`src/hdl/acwc_pkg.sv`:
```
// Shared types and constants for the alarm clock with countdown.
`timescale 1ns / 1ps

package acwc_pkg;

    // Event codes on the command field
    localparam logic [1:0] CMD_CLOCK  = 2'd0;
    localparam logic [1:0] CMD_ALARM  = 2'd1;
    localparam logic [1:0] CMD_BUTTON = 2'd2;

    // Button bits
    localparam int BTN_TOGGLE   = 0;
    localparam int BTN_HOUR_UP  = 1;
    localparam int BTN_HOUR_DN  = 2;
    localparam int BTN_MIN_UP   = 3;
    localparam int BTN_MIN_DN   = 4;

    // Register indexes
    localparam logic REG_CLOCK_LIMIT = 1'b0;
    localparam logic REG_ALARM_LIMIT = 1'b1;

    localparam logic [9:0] CLOCK_LIMIT_RST = 10'd488;
    localparam logic [7:0] ALARM_LIMIT_RST = 8'd15;

    localparam logic [5:0] SEC_RST        = 6'd40;
    localparam logic [5:0] MIN_RST        = 6'd57;
    localparam logic [4:0] HOUR_RST       = 5'd21;
    localparam logic [4:0] ALARM_HOUR_RST = 5'd19;
    localparam logic [5:0] ALARM_MIN_RST  = 6'd56;

    localparam logic [5:0] SEC_MAX  = 6'd59;
    localparam logic [5:0] MIN_MAX  = 6'd59;
    localparam logic [4:0] HOUR_MAX = 5'd23;
    localparam logic [4:0] NOON     = 5'd12;

    localparam logic signed [18:0] SEC_PER_HOUR = 19'sd3600;
    localparam logic signed [18:0] SEC_PER_MIN  = 19'sd60;
    localparam logic signed [18:0] SEC_PER_DAY  = 19'sd86400;

    typedef struct packed {
        logic [3:0] display_hour;
        logic [5:0] minute_now;
        logic [5:0] second_now;
        logic       is_pm;
        logic [4:0] alarm_hour_out;
        logic [5:0] alarm_minute_out;
        logic       alarm_enabled;
        logic       alarm_fired;
    } t_result;

endpackage

```
`src/hdl/alarm_clock_with_countdown_top.sv`:
```
// Top level of the alarm clock with countdown.
//
// Input channel: i_in_valid / o_in_ready with i_command and i_buttons, one event
// per beat (clock timer overflow, alarm timer overflow or button rising edge).
// Output channel: o_out_valid / i_out_ready, one result beat per input beat that
// shows the time of day, the alarm setting and the alarm state after the event.
// Configuration: APB-style write/read of the two prescale limits at byte
// addresses 0 (clock) and 4 (alarm); pready is always high.
// Order: an accepted event is captured in the input register; the update then
// writes the state and loads the result into the output or skid register.
// Throughput: one beat per cycle while the receiver keeps up, set by the single
// update stage between the input register and the output register.
// Stall: a skid register behind the output register holds one more result, so
// with the receiver stalled the block still takes the event already in flight;
// o_in_ready drops once the output register and skid register would fill.
// Reset (synchronous, active low) restores 21:57:40, alarm 19:56, alarm off,
// both limits to their defaults, and empties all stages.
`timescale 1ns / 1ps

module alarm_clock_with_countdown_top (
    input  logic        i_clk,
    input  logic        i_rst_n,
    input  logic        i_in_valid,
    output logic        o_in_ready,
    input  logic [1:0]  i_command,
    input  logic [4:0]  i_buttons,
    output logic        o_out_valid,
    input  logic        i_out_ready,
    output logic [3:0]  o_display_hour,
    output logic [5:0]  o_minute_now,
    output logic [5:0]  o_second_now,
    output logic        o_is_pm,
    output logic [4:0]  o_alarm_hour_out,
    output logic [5:0]  o_alarm_minute_out,
    output logic        o_alarm_enabled,
    output logic        o_alarm_fired,
    input  logic        psel,
    input  logic        penable,
    input  logic        pwrite,
    input  logic [2:0]  paddr,
    input  logic [31:0] pwdata,
    output logic [31:0] prdata,
    output logic        pready
);

    // Configuration
    logic [9:0] r_clk_limit;
    logic [7:0] r_alarm_limit;
    logic       w_cfg_wr;

    // Input stage
    logic       r_in_valid;
    logic [1:0] r_in_cmd;
    logic [4:0] r_in_btn;

    // Clock and alarm state
    logic [5:0]  r_sec, n_sec;
    logic [5:0]  r_min, n_min;
    logic [4:0]  r_hour, n_hour;
    logic [9:0]  r_clk_pre, n_clk_pre;
    logic [7:0]  r_alarm_pre, n_alarm_pre;
    logic [4:0]  r_alarm_hour, n_alarm_hour;
    logic [5:0]  r_alarm_min, n_alarm_min;
    logic        r_armed, n_armed;
    logic        r_rang, n_rang;
    logic [16:0] r_remain, n_remain;

    // Output register and skid register
    logic                 r_out_valid;
    acwc_pkg::t_result    r_out_data;
    logic                 r_skid_valid;
    acwc_pkg::t_result    r_skid_data;
    acwc_pkg::t_result    w_result;
    logic                 w_pop;
    logic [1:0]           w_occ;

    logic signed [18:0] w_diff;
    logic signed [18:0] w_diff_adj;
    logic [7:0]         w_alarm_pre_inc;

    //--------------------------------------------------------------------
    // Configuration port
    //--------------------------------------------------------------------
    assign pready   = 1'b1;
    assign w_cfg_wr = psel & penable & pwrite;

    always_ff @(posedge i_clk) begin
        if (!i_rst_n) begin
            r_clk_limit   <= acwc_pkg::CLOCK_LIMIT_RST;
            r_alarm_limit <= acwc_pkg::ALARM_LIMIT_RST;
        end else if (w_cfg_wr) begin
            priority if (paddr[2] == acwc_pkg::REG_CLOCK_LIMIT) begin
                r_clk_limit <= pwdata[9:0];
            end else begin
                r_alarm_limit <= pwdata[7:0];
            end
        end
    end

    always_comb begin
        priority if (paddr[2] == acwc_pkg::REG_CLOCK_LIMIT) begin
            prdata = {22'd0, r_clk_limit};
        end else begin
            prdata = {24'd0, r_alarm_limit};
        end
    end

    //--------------------------------------------------------------------
    // Flow control: at most two results in flight between input and output
    //--------------------------------------------------------------------
    assign w_pop      = r_out_valid & i_out_ready;
    assign w_occ      = {1'b0, r_in_valid} + {1'b0, r_out_valid} + {1'b0, r_skid_valid};
    assign o_in_ready = (w_occ - {1'b0, w_pop}) < 2'd2;

    always_ff @(posedge i_clk) begin
        if (!i_rst_n) begin
            r_in_valid <= 1'b0;
        end else begin
            r_in_valid <= i_in_valid & o_in_ready;
        end
    end

    always_ff @(posedge i_clk) begin
        if (i_in_valid && o_in_ready) begin
            r_in_cmd <= i_command;
            r_in_btn <= i_buttons;
        end
    end

    //--------------------------------------------------------------------
    // Event update
    //--------------------------------------------------------------------
    // Seconds until the alarm time, pulled into 1..86400
    assign w_diff = ($signed({14'd0, r_alarm_hour}) - $signed({14'd0, r_hour}))
                        * acwc_pkg::SEC_PER_HOUR
                  + ($signed({13'd0, r_alarm_min}) - $signed({13'd0, r_min}))
                        * acwc_pkg::SEC_PER_MIN
                  - $signed({13'd0, r_sec});
    assign w_diff_adj = (w_diff <= 19'sd0) ? w_diff + acwc_pkg::SEC_PER_DAY : w_diff;

    assign w_alarm_pre_inc = r_alarm_pre + 8'd1;

    always_comb begin
        n_sec        = r_sec;
        n_min        = r_min;
        n_hour       = r_hour;
        n_clk_pre    = r_clk_pre;
        n_alarm_pre  = r_alarm_pre;
        n_alarm_hour = r_alarm_hour;
        n_alarm_min  = r_alarm_min;
        n_armed      = r_armed;
        n_rang       = r_rang;
        n_remain     = r_remain;

        if (r_in_valid) begin
            unique case (r_in_cmd)
                acwc_pkg::CMD_CLOCK: begin
                    if (r_clk_pre >= r_clk_limit) begin
                        n_clk_pre = '0;
                        if (r_sec >= acwc_pkg::SEC_MAX) begin
                            n_sec = '0;
                            if (r_min >= acwc_pkg::MIN_MAX) begin
                                n_min  = '0;
                                n_hour = (r_hour >= acwc_pkg::HOUR_MAX) ? 5'd0 : r_hour + 5'd1;
                            end else begin
                                n_min = r_min + 6'd1;
                            end
                        end else begin
                            n_sec = r_sec + 6'd1;
                        end
                    end else begin
                        n_clk_pre = r_clk_pre + 10'd1;
                    end
                end
                acwc_pkg::CMD_ALARM: begin
                    if (w_alarm_pre_inc >= r_alarm_limit) begin
                        n_alarm_pre = '0;
                        if (r_armed && !r_rang) begin
                            if (r_remain != 17'd0) begin
                                n_remain = r_remain - 17'd1;
                            end
                            // ring once the count lands on zero
                            if (r_remain <= 17'd1) begin
                                n_rang = 1'b1;
                            end
                        end
                    end else begin
                        n_alarm_pre = w_alarm_pre_inc;
                    end
                end
                acwc_pkg::CMD_BUTTON: begin
                    if (r_in_btn[acwc_pkg::BTN_TOGGLE]) begin
                        n_armed = !r_armed;
                        if (!r_armed) begin
                            n_remain = w_diff_adj[16:0];
                            n_rang   = 1'b0;
                        end
                    end
                    // steps apply in order: up first, then down
                    if (r_in_btn[acwc_pkg::BTN_HOUR_UP]) begin
                        n_alarm_hour = (n_alarm_hour >= acwc_pkg::HOUR_MAX) ? 5'd0
                                                                          : n_alarm_hour + 5'd1;
                    end
                    if (r_in_btn[acwc_pkg::BTN_HOUR_DN]) begin
                        n_alarm_hour = (n_alarm_hour == 5'd0) ? acwc_pkg::HOUR_MAX
                                                              : n_alarm_hour - 5'd1;
                    end
                    if (r_in_btn[acwc_pkg::BTN_MIN_UP]) begin
                        n_alarm_min = (n_alarm_min >= acwc_pkg::MIN_MAX) ? 6'd0
                                                                        : n_alarm_min + 6'd1;
                    end
                    if (r_in_btn[acwc_pkg::BTN_MIN_DN]) begin
                        n_alarm_min = (n_alarm_min == 6'd0) ? acwc_pkg::MIN_MAX
                                                            : n_alarm_min - 6'd1;
                    end
                end
                default: begin
                    // unused code: hold everything
                end
            endcase
        end
    end

    always_ff @(posedge i_clk) begin
        if (!i_rst_n) begin
            r_sec        <= acwc_pkg::SEC_RST;
            r_min        <= acwc_pkg::MIN_RST;
            r_hour       <= acwc_pkg::HOUR_RST;
            r_clk_pre    <= '0;
            r_alarm_pre  <= '0;
            r_alarm_hour <= acwc_pkg::ALARM_HOUR_RST;
            r_alarm_min  <= acwc_pkg::ALARM_MIN_RST;
            r_armed      <= 1'b0;
            r_rang       <= 1'b0;
            r_remain     <= '0;
        end else begin
            r_sec        <= n_sec;
            r_min        <= n_min;
            r_hour       <= n_hour;
            r_clk_pre    <= n_clk_pre;
            r_alarm_pre  <= n_alarm_pre;
            r_alarm_hour <= n_alarm_hour;
            r_alarm_min  <= n_alarm_min;
            r_armed      <= n_armed;
            r_rang       <= n_rang;
            r_remain     <= n_remain;
        end
    end

    //--------------------------------------------------------------------
    // Result formatting
    //--------------------------------------------------------------------
    always_comb begin
        w_result.display_hour     = (n_hour <= acwc_pkg::NOON) ? n_hour[3:0]
                                                               : 4'(n_hour - acwc_pkg::NOON);
        w_result.minute_now       = n_min;
        w_result.second_now       = n_sec;
        w_result.is_pm            = (n_hour >= acwc_pkg::NOON);
        w_result.alarm_hour_out   = n_alarm_hour;
        w_result.alarm_minute_out = n_alarm_min;
        w_result.alarm_enabled    = n_armed;
        w_result.alarm_fired      = n_armed & n_rang;
    end

    //--------------------------------------------------------------------
    // Output register with skid register
    //--------------------------------------------------------------------
    always_ff @(posedge i_clk) begin
        if (!i_rst_n) begin
            r_out_valid  <= 1'b0;
            r_skid_valid <= 1'b0;
        end else if (!r_out_valid || w_pop) begin
            if (r_skid_valid) begin
                r_out_valid  <= 1'b1;
                r_skid_valid <= r_in_valid;
            end else begin
                r_out_valid  <= r_in_valid;
            end
        end else if (r_in_valid) begin
            r_skid_valid <= 1'b1;
        end
    end

    always_ff @(posedge i_clk) begin
        if (!r_out_valid || w_pop) begin
            if (r_skid_valid) begin
                r_out_data  <= r_skid_data;
                r_skid_data <= w_result;
            end else begin
                r_out_data  <= w_result;
            end
        end else if (r_in_valid) begin
            r_skid_data <= w_result;
        end
    end

    assign o_out_valid        = r_out_valid;
    assign o_display_hour     = r_out_data.display_hour;
    assign o_minute_now       = r_out_data.minute_now;
    assign o_second_now       = r_out_data.second_now;
    assign o_is_pm            = r_out_data.is_pm;
    assign o_alarm_hour_out   = r_out_data.alarm_hour_out;
    assign o_alarm_minute_out = r_out_data.alarm_minute_out;
    assign o_alarm_enabled    = r_out_data.alarm_enabled;
    assign o_alarm_fired      = r_out_data.alarm_fired;

endmodule

```
`config.mk`:
```
export PLATFORM = sky130hd
export DESIGN_NAME = alarm_clock_with_countdown_top
export DESIGN_NICKNAME = d
export VERILOG_FILES = /design/src/hdl/acwc_pkg.sv /design/src/hdl/alarm_clock_with_countdown_top.sv
export SDC_FILE = /design/constraint.sdc
export NUM_CORES = 1
export LEC_CHECK = 0
export ABC_AREA = 1
export CORE_MARGIN = 10
export CORE_UTILIZATION = 40
export DETAILED_ROUTE_END_ITERATION = 7
export DONT_BUFFER_PORTS = 1
export PLACE_DENSITY = 0.57
export SLEW_MARGIN = 15
export SYNTH_ARGS = -nofsm -noshare
export SYNTH_HDL_FRONTEND = slang
export SYNTH_SLANG_ARGS = --single-unit
```
`constraint.sdc`:
```
create_clock -name i_clk -period 18.45 [get_ports i_clk]
set_input_delay 2.7675 -clock i_clk [delete_from_list [all_inputs] [get_ports i_clk]]
set_output_delay 2.7675 -clock i_clk [all_outputs]
set_load 0.05 [all_outputs]
```
==> reports/summary.json <==
{
  "run_status": {
    "run_status": "complete, no violations"
  },
  "synth": {
    "yosys.area.top_type_share_pct": 17.6,
    "synth-seq-area-share_pct": 32.6,
    "netlist_instances": 1519,
    "synth_cell_type_count": 53,
    "synthArstFlopShare_pct": 0,
    "post_synth_main_area_contributors": "edfxtp_1 18%, dfxtp_1 15%, ha_1 13%",
    "postSynthRegisterBits": 153,
    "ys_dominant_reg_cell": "dfxtp_1",
    "largest_area_contributor_in_the_synthesized_netlist": "edfxtp_1",
    "per_instance_average_area_after_synthesis_um2": 7.54,
    "synth_edf_count": 67,
    "syn_area_um2": 11500,
    "yosysWarningCount": 0
  },
  "clock_network": {
    "cts_post_setup_buffers_inserted": 0,
    "clock_latency_at_the_later_pin_of_the_worst_skew_pair_ps": 430,
    "clock_sinks": 153,
    "cts_max_level": 4,
    "clkTransAtPathRegs_ps": 70,
    "cts-resized-gates": 0,
    "max-clock-path-buffers": 2,
    "clock_tree_from_tritoncts": "built",
    "post_cts_hold_buffer_count": 0,
    "tritoncts.num_buffers": 17,
    "cts.root.buffer_cell": "clkbuf_16"
  },
  "min_path": {
    "min_from": "r_alarm_pre[1]",
    "hold_path_end": "r_alarm_pre[1]",
    "worstHoldPathType": "reg -> reg",
    "timing.hold.worst_path_depth": 2
  },
  "final_layout": {
    "fillers": 2813,
    "areaGrowthSynthToFinish_pct": 7.77,
    "multi_input_area_um2": 6500,
    "design.final.nets": 1698,
    "regArea_um2": 3730,
    "layout-drive-gt1-share_pct": 5.38
  },
  "global_routing": {
    "maximum_number_of_pins_on_one_net_before_global_route_repair": 60,
    "overflow": 0,
    "track_usage_pct": 14.4,
    "antenna_found_initial": 4,
    "grt_first_pass_wirelength_um": 42900,
    "number_of_global_route_vias_before_repair": 8741
  },
  "timing": {
    "worst-slew-pin-transition_ps": 1070,
    "timing_hold_violations_final": 0,
    "post-route-worst-setup-slack_ps": 11350,
    "timing.final.crit_period_ps": 7100,
    "slew-limit-headroom_pct": 28.4,
    "setup_viol": 0,
    "period_share_pct": 38.5,
    "achievable_frequency_mhz": 141,
    "rsz0062_at_grt": "false",
    "timing.final.max_slew_violations": 0,
    "totalNegativeSetupSlack_ps": 0,
    "fin_skew_ps": 11.9
  },
  "critical_path": {
    "arrival_time_worst_endpoint_ps": 7470,
    "worstPathMaxFanout": 14,
    "critPathRequiredTime_ps": 18810,
    "rr_worst_depth": 35,
    "critical_path.reg2reg.endpoint": "r_remain[16]",
    "crit_slowest_cell": "fa_1",
    "end_kind": "flop",
    "r2r_slack_ps": 11350,
    "crit_top_cell": "inv_1",
    "slowest_stage_delay_cp_ps": 540,
    "path_class": "reg -> reg",
    "worst_setup_path_start_kind": "flop",
    "rr_startpoint": "r_hour[0]"
  },
  "floorplan": {
    "core_um2": 28000,
    "fp.dieW_um": 189,
    "placementRows": 61,
    "fp.dieArea_um2": 35800,
    "io_pins": 114,
    "die_height_um": 189,
    "floorplan.initialDensity_pct": 40.9
  },
  "placed_design": {
    "post-place-ws_ps": 11260,
    "dp_hpwl_um": 20000,
    "placement.io_buffers": 0,
    "gpl.final_weighted_congestion": 0.844
  },
  "routing": {
    "drtPass1Iterations": 5,
    "finalWirelength_um": 25600,
    "post-route-drc-count": 0,
    "first_iter_violations": 535,
    "vias_per_cell": 4.83,
    "via_total_after_detailed_routing": 9185,
    "antenna_left": 0,
    "avgRoutedWirePerCell_um": 13.4
  },
  "flow_run": {
    "drv_cap": 0
  }
}
-- worst max path at each step --
stage / start / slack, ps / cells past startpoint / end
after floorplan: i_out_ready / 11250 / 7 / o_in_ready
after global placement: r_hour[0] / 11340 / 35 / r_remain[16]
after detailed placement: r_hour[0] / 11260 / 35 / r_remain[16]
after CTS: r_hour[0] / 11240 / 35 / r_remain[15]
after global routing: r_hour[0] / 10650 / 35 / r_remain[16]
final: r_hour[0] / 11350 / 35 / r_remain[16]
-- cells in the final DEF, fill, tap and decap left out, drive strengths merged, types with 19 or more instances in the layout --
master / netlist / layout
nand2: 332 / 332
inv: 265 / 270
xor2: 37 / 37
xnor2: 25 / 25
nand4: 19 / 19
ha: 120 / 120
dfxtp: 86 / 86
a21oi: 94 / 94
o21ai: 105 / 105
edfxtp: 67 / 67
nor2: 122 / 122
nand3: 88 / 88
conb: 2 / 23
nor3: 19 / 19
-- routing by layer --
metal | vias to the layer above | global-route usage [%] | part of all wire [%]
met4 | 6 | 3.48 | 1.4
li1 | 4882 | - | -
met3 | 26 | 3.11 | 3.5
met2 | 106 | 23.8 | 45
met1 | 4165 | 18.8 | 50
met5 | - | 0 | 0.16
-- per-stage QoR --
step / utilization (%) / instances / instance area, um^2 / hold WS (ps)
after floorplan: - / 1540 / 11500 / 450
after global placement: 41.9 / 1870 / 11700 / 476
after detailed placement: 41.9 / 1870 / 11700 / 482
after CTS: 44.1 / 1902 / 12300 / 493
after global routing: 44.1 / 1902 / 12300 / 517
final: 44.1 / 1903 / 12300 / 493
-- cell usage after synthesis (all sizes together), types with 2 or more instances --
| library cell | number |
|---|---|
| xnor2 | 25 |
| nand4 | 19 |
| nand3b | 4 |
| nand3 | 88 |
| o22ai | 7 |
| dfxtp | 86 |
| xor2 | 37 |
| a31oi | 6 |
| o21a | 4 |
| clkbuf | 23 |
| nor3b | 2 |
| a211oi | 4 |
| o21ai | 105 |
| inv | 265 |
| edfxtp | 67 |
| fa | 18 |
| nor2 | 122 |
| o21bai | 5 |
| and2 | 4 |
| o211ai | 6 |
| nor4 | 3 |
| ha | 120 |
| buf | 29 |
| nor3 | 19 |
| conb | 2 |
| a21o | 5 |
| a21oi | 94 |
| or2 | 2 |
| a22oi | 5 |
| nand2 | 332 |
| o31ai | 3 |
-- final cells by class --
class	instances	area share, %
inverters	265	8.06
diodes	1	0.0203
clock buffers	17	3.45
clock inverters	15	1.44
multi-input cells	1070	52.7
flip-flops and latches	153	30.3
well taps	378	3.83
repair buffers	4	0.243
-- worst max-delay path: cells and delay by family, from the launching register on --
kind	cells	cell delay [ps]
flip-flops	1	450
AND/OR/NAND/NOR	13	1450
AO/OA/AOI/OAI	5	580
adder cells (fa/ha/maj)	9	3490
XOR/XNOR	2	570
buffers and inverters	6	490
-- logic make-up (layout without fill, tap and decap cells) --
group,Yosys count,count (layout),synth area share (%)
XOR/XNOR,62,62,4.81
other,2,24,0.0656
flip-flops,153,153,32.6
multiplexers,1,1,0.0874
buffers and inverters,317,301,11.4
AO/OA/AOI/OAI,250,250,12.2
AND/OR/NAND/NOR,596,596,22.6
adder cells (fa/ha/maj),138,138,16.3
-- flip-flops by register name, indices dropped and copies added (netlist names), 8 cells and up --
| signal | count |
|---|---|
| r_skid_data | 30 |
| r_remain | 17 |
| r_clk_limit | 10 |
| r_clk_pre | 10 |
| r_alarm_limit | 8 |
| r_alarm_pre | 8 |
Power is not shown: default switching activity piles up to over one toggle a cycle in this logic, so the estimate is an artifact.
